<file path="src/rtl/multichannel_moving_average_core_macros.svh">
// Assertion macros for the moving average core
`ifndef MULTICHANNEL_MOVING_AVERAGE_CORE_MACROS_SVH
`define MULTICHANNEL_MOVING_AVERAGE_CORE_MACROS_SVH
`ifndef NO_ASSERTIONS
`define MMA_ASSERT(label, prop, msg) \
    label: assert property (@(posedge clk) disable iff (!rst_n) (prop)) else $error(msg);
`define MMA_ASSERT_NEXT(label, cause, effect, msg) \
    label: assert property (@(posedge clk) disable iff (!rst_n) (cause) |=> (effect)) \
        else $error(msg);
`else
`define MMA_ASSERT(label, prop, msg)
`define MMA_ASSERT_NEXT(label, cause, effect, msg)
`endif
`endif

</file>
<file path="src/rtl/mma_pkg.sv">
// Shared constants and control and status types of the moving average core
package mma_pkg;

    localparam int MAX_WINDOW   = 64;
    localparam int CHANNELS     = 8;
    localparam int SAMPLE_BITS  = 16;
    localparam int CHANNEL_BITS = 3;
    localparam int LENGTH_BITS  = 7;
    localparam int QUEUE_DEPTH  = 2;

    localparam logic [LENGTH_BITS-1:0] LENGTH_RESET = 7'd4;

    typedef struct packed {
        logic push;
        logic pop;
    } q_ctrl_t;

    typedef struct packed {
        logic full;
        logic empty;
    } q_stat_t;

    typedef struct packed {
        logic busy;
        logic ram_we;
        logic out_load;
    } back_stat_t;

endpackage

</file>
<file path="src/rtl/mma_queue.sv">
// Short FIFO between the front and back parts
module mma_queue #(
    parameter int WIDTH = 20,
    parameter int DEPTH = mma_pkg::QUEUE_DEPTH
) (
    input  logic             clk,
    input  logic             rst_n,
    input  mma_pkg::q_ctrl_t ctrl,
    input  logic [WIDTH-1:0] wr_data,
    output logic [WIDTH-1:0] rd_data,
    output mma_pkg::q_stat_t stat
);

    localparam int PTR_W = (DEPTH > 1) ? $clog2(DEPTH) : 1;
    localparam int CNT_W = $clog2(DEPTH + 1);

    logic [WIDTH-1:0] data_reg [DEPTH];
    logic [PTR_W-1:0] wr_ptr_reg;
    logic [PTR_W-1:0] rd_ptr_reg;
    logic [CNT_W-1:0] count_reg;

    function automatic logic [PTR_W-1:0] advance(input logic [PTR_W-1:0] ptr);
        return (ptr == PTR_W'(DEPTH - 1)) ? '0 : ptr + 1'b1;
    endfunction

    always_ff @(posedge clk or negedge rst_n)
    begin
        if (!rst_n)
        begin
            wr_ptr_reg <= '0;
            rd_ptr_reg <= '0;
            count_reg  <= '0;
        end
        else
        begin
            if (ctrl.push)
            begin
                wr_ptr_reg <= advance(wr_ptr_reg);
            end
            if (ctrl.pop)
            begin
                rd_ptr_reg <= advance(rd_ptr_reg);
            end
            count_reg <= count_reg + CNT_W'(ctrl.push) - CNT_W'(ctrl.pop);
        end
    end

    always_ff @(posedge clk)
    begin
        if (ctrl.push)
        begin
            data_reg[wr_ptr_reg] <= wr_data;
        end
    end

    assign rd_data    = data_reg[rd_ptr_reg];
    assign stat.full  = (count_reg == CNT_W'(DEPTH));
    assign stat.empty = (count_reg == '0);

endmodule

</file>
<file path="config.mk">
export PLATFORM = sky130hd
export DESIGN_NAME = mma_queue
export DESIGN_NICKNAME = d
export VERILOG_FILES = /design/src/rtl/multichannel_moving_average_core_macros.svh /design/src/rtl/mma_pkg.sv /design/src/rtl/mma_queue.sv
export SDC_FILE = /design/constraint.sdc
export NUM_CORES = 1
export LEC_CHECK = 0
export BUFFER_PORTS_ARGS = -buffer_cell sky130_fd_sc_hd__buf_2
export CAP_MARGIN = 10
export CORE_MARGIN = 5
export CORE_UTILIZATION = 35
export DETAILED_ROUTE_END_ITERATION = 8
export GPL_TIMING_DRIVEN = 1
export SLEW_MARGIN = 20
export SYNTH_ARGS = -nofsm -noshare
export SYNTH_HDL_FRONTEND = slang
export SYNTH_SLANG_ARGS = --single-unit
</file>
<file path="constraint.sdc">
create_clock -name clk -period 3.1 [get_ports clk]
set_clock_uncertainty 0.2 [all_clocks]
set_input_delay 0.31 -clock clk [delete_from_list [all_inputs] [get_ports clk]]
set_output_delay 0.31 -clock clk [all_outputs]
set_load 0.005 [all_outputs]
</file>
==> impl_metrics.py <==
metrics = {
    "critical_path": {
        "startpoint_type": "flop",
        "critPathBufInv": 2,
        "cp.arrival_ps": 1590,
        "path_class": "reg2out",
        "crit_required_ps": 2590,
        "crit_path_max_incr_delay_ps": 560,
        "critPathLaunch": "rd_ptr_reg",
        "critPathTopFamily": "flip-flops",
        "critPathCaptureType": "primary output",
        "regToRegStartpoint": "wr_ptr_reg",
        "slowest_stage": "dfrtp_1",
        "crit_chain": "buf_4 -> mux2_4 -> buf_2",
        "critPathMaxFanout": 9,
    },
    "clocking": {
        "cts_tree": "built",
        "clk_path_buf_depth": 2,
        "post_cts_buffers": 0,
        "clock_latency_ps": 280,
        "cts_sinks": 44,
        "htree_levels": 2,
        "clk_pin_slew_ps": 80,
        "cts_buffers": 5,
        "cts-root-buf": "clkbuf_8",
    },
    "synth": {
        "mappedNetlistArea_sq_um": 1720,
        "synth_compound_area_share_pct": 0,
        "yosysTopAreaCellShare_pct": 70.0,
        "synth_simple_gate_area_share_pct": 1.31,
        "synth.distinct_cells": 12,
        "synth_common_cells": "edfxtp_1 (40), mux2_4 (19), dfrtp_1 (4)",
        "synth_cells": 77,
        "synth.top_cells.by_area": "edfxtp_1 (70%), mux2_4 (17%), dfrtp_1 (5.8%)",
        "yosysMostFrequentCell": "edfxtp_1",
        "synth_warnings": 0,
        "synth-seq-cells": 44,
        "synth.area.mux_share_pct": 17.3,
        "ys.flop_type": "edfxtp_1",
        "synthXorXnorAreaFrac_pct": 2.41,
        "yosysTopAreaCell": "edfxtp_1",
        "yosysSeqAreaShare_pct": 75.8,
        "syn_avg_cell_area_sq_um": 22.3,
        "syn_nets": 103,
        "synth_top_family_by_area": "multiplexers",
        "synth-edff-count": 40,
        "synthAdderAreaFrac_pct": 1.46,
        "async_flop_share_pct": 9.09,
    },
    "place": {
        "dp_hpwl_microns": 2080,
        "place_congestion": 0.652,
        "portBuffers": 45,
        "place_inst": 190,
    },
    "detailed_routing": {
        "drtPass1Iterations": 3,
        "drc_errors": 0,
        "post_drt_wl_per_cell_microns": 14.1,
        "vias": 888,
        "drt.antenna.violating_nets": 0,
        "via_per_inst": 4.19,
        "wl_microns": 2980,
        "drtIter0Drc": 56,
    },
    "power": {
        "p_leak_nw": 0.950,
        "max-vdd-ir-drop_uv": 494,
        "power_density_nw_per_um2": 815,
    },
    "floorplanning": {
        "start_util_pct": 36.1,
        "die_y_microns": 80.0,
        "die_w_microns": 80.0,
        "core_sq_um": 4750,
        "die_area_sq_um": 6410,
        "rows": 25,
        "io_pins": 46,
    },
    "worst_hold_path": {
        "worstHoldPathType": "in2reg",
        "hold_start": "wr_data[19]",
    },
    "timing": {
        "fmax_mhz": 477,
        "period_share_pct": 67.7,
        "rsz0062_at_grt": "false",
        "slew_violations": 0,
        "fin_setup_tns_ps": 0,
        "slew_headroom_pct": 38.0,
        "period_needed_ps": 2100,
        "setup_viol": 0,
        "max_slew.worst_pin.slew_ps": 930,
        "hold_violations": 0,
    },
    "grt": {
        "grt_pass1_wl_microns": 4680,
        "grt_max_degree": 21,
        "grtUsageTotal_pct": 9.91,
        "antenna_found_initial": 0,
        "grt_overflow_total": 0,
        "grt_pass1_vias": 974,
    },
    "final_layout": {
        "n_antenna_cell": 0,
        "area_delta_synth_final_pct": 32.8,
        "drive_above_1_share_pct": 52.4,
        "nets": 170,
        "largest_reg_flops": 40,
        "final-instance-count-excl-fill": 212,
        "fillers": 442,
    },
    "run_status": {
        "status": "complete, no violations",
    },
    "run": {
        "drv_cap": 0,
    },
}
per-stage QoR:
stage / worst slack, ps / area, sq um / utilization [%] / hold slack, ps / total power [mW]
global placement: 1330 / 2030 / 42.7 / -77.6 / 1.44
detailed placement: 1260 / 2030 / 42.7 / -76.2 / 1.46
global route: 919 / 2280 / 47.9 / 0.162 / 1.96
finish: 1000 / 2280 / 47.9 / 16.4 / 1.86
CTS: 965 / 2270 / 47.7 / 1.46 / 1.89
floorplan: 1190 / 1720 / - / -186 / 1.25
worst paths after layout:
kind / to / slack, ps / depth (start not counted)
worst max register to register: data_reg[1][1] / 1350 / 1
min in group asynchronous: count_reg[0] / 150 / 2
worst min register to register: wr_ptr_reg / 320 / 1
worst max-delay path: rd_data[7] / 1000 / 3
max in group asynchronous: rd_ptr_reg / 2430 / 2
worst min-delay path: data_reg[0][19] / 20 / 1
final cells by class:
cell class	count	area (sq um)	share of cell area, %
multi-input combinational	29	388	17.0
sequential	44	1300	57.1
timing repair buffer	62	388	17.0
inverter	2	7.51	0.329
tap	67	83.8	3.68
clock buffer	5	68.8	3.02
clock inverter	3	42.5	1.87
where the power goes:
| part | total, mW | switching (mW) | internal [mW] |
|---|---|---|---|
| combinational | 0.580 | 0.235 | 0.345 |
| sequential | 0.858 | 0.0625 | 0.795 |
| clock | 0.421 | 0.183 | 0.238 |
| total | 1.86 | 0.480 | 1.38 |
cells by family after synthesis:
| kind of cell | after synthesis |
|---|---|
| flip-flops | 44 |
| buffers and inverters | 4 |
| AND/OR/NAND/NOR | 4 |
| adder cells (fa/ha/maj) | 2 |
| multiplexers | 20 |
| XOR/XNOR | 3 |
repair_timing:
action                    4_1_cts  5_1_grt
resized for setup               0        0
hold buffers                   13        1
hold endpoints to repair       28        2
layout by cell type (no fill, tap or decap), types with 2 or more instances in the layout:
cell / count
buf_2: 45
buf_4: 3
clkbuf_8: 5
dfrtp_1: 4
dlygate4sd3_1: 14
edfxtp_1: 40
ha_1: 2
inv_1: 2
mux2_4: 19
xor2_1: 2
routing by layer:
metal  track usage [%]  share of wire (%)  vias up
met5                 0                  0        -
met4              3.04               0.30        0
met3              4.74                7.8        2
met2              16.7                 48       36
met1              11.0                 44      424
li1                  -                  -      426
No activity file was read; power rests on OpenSTA's default activity.
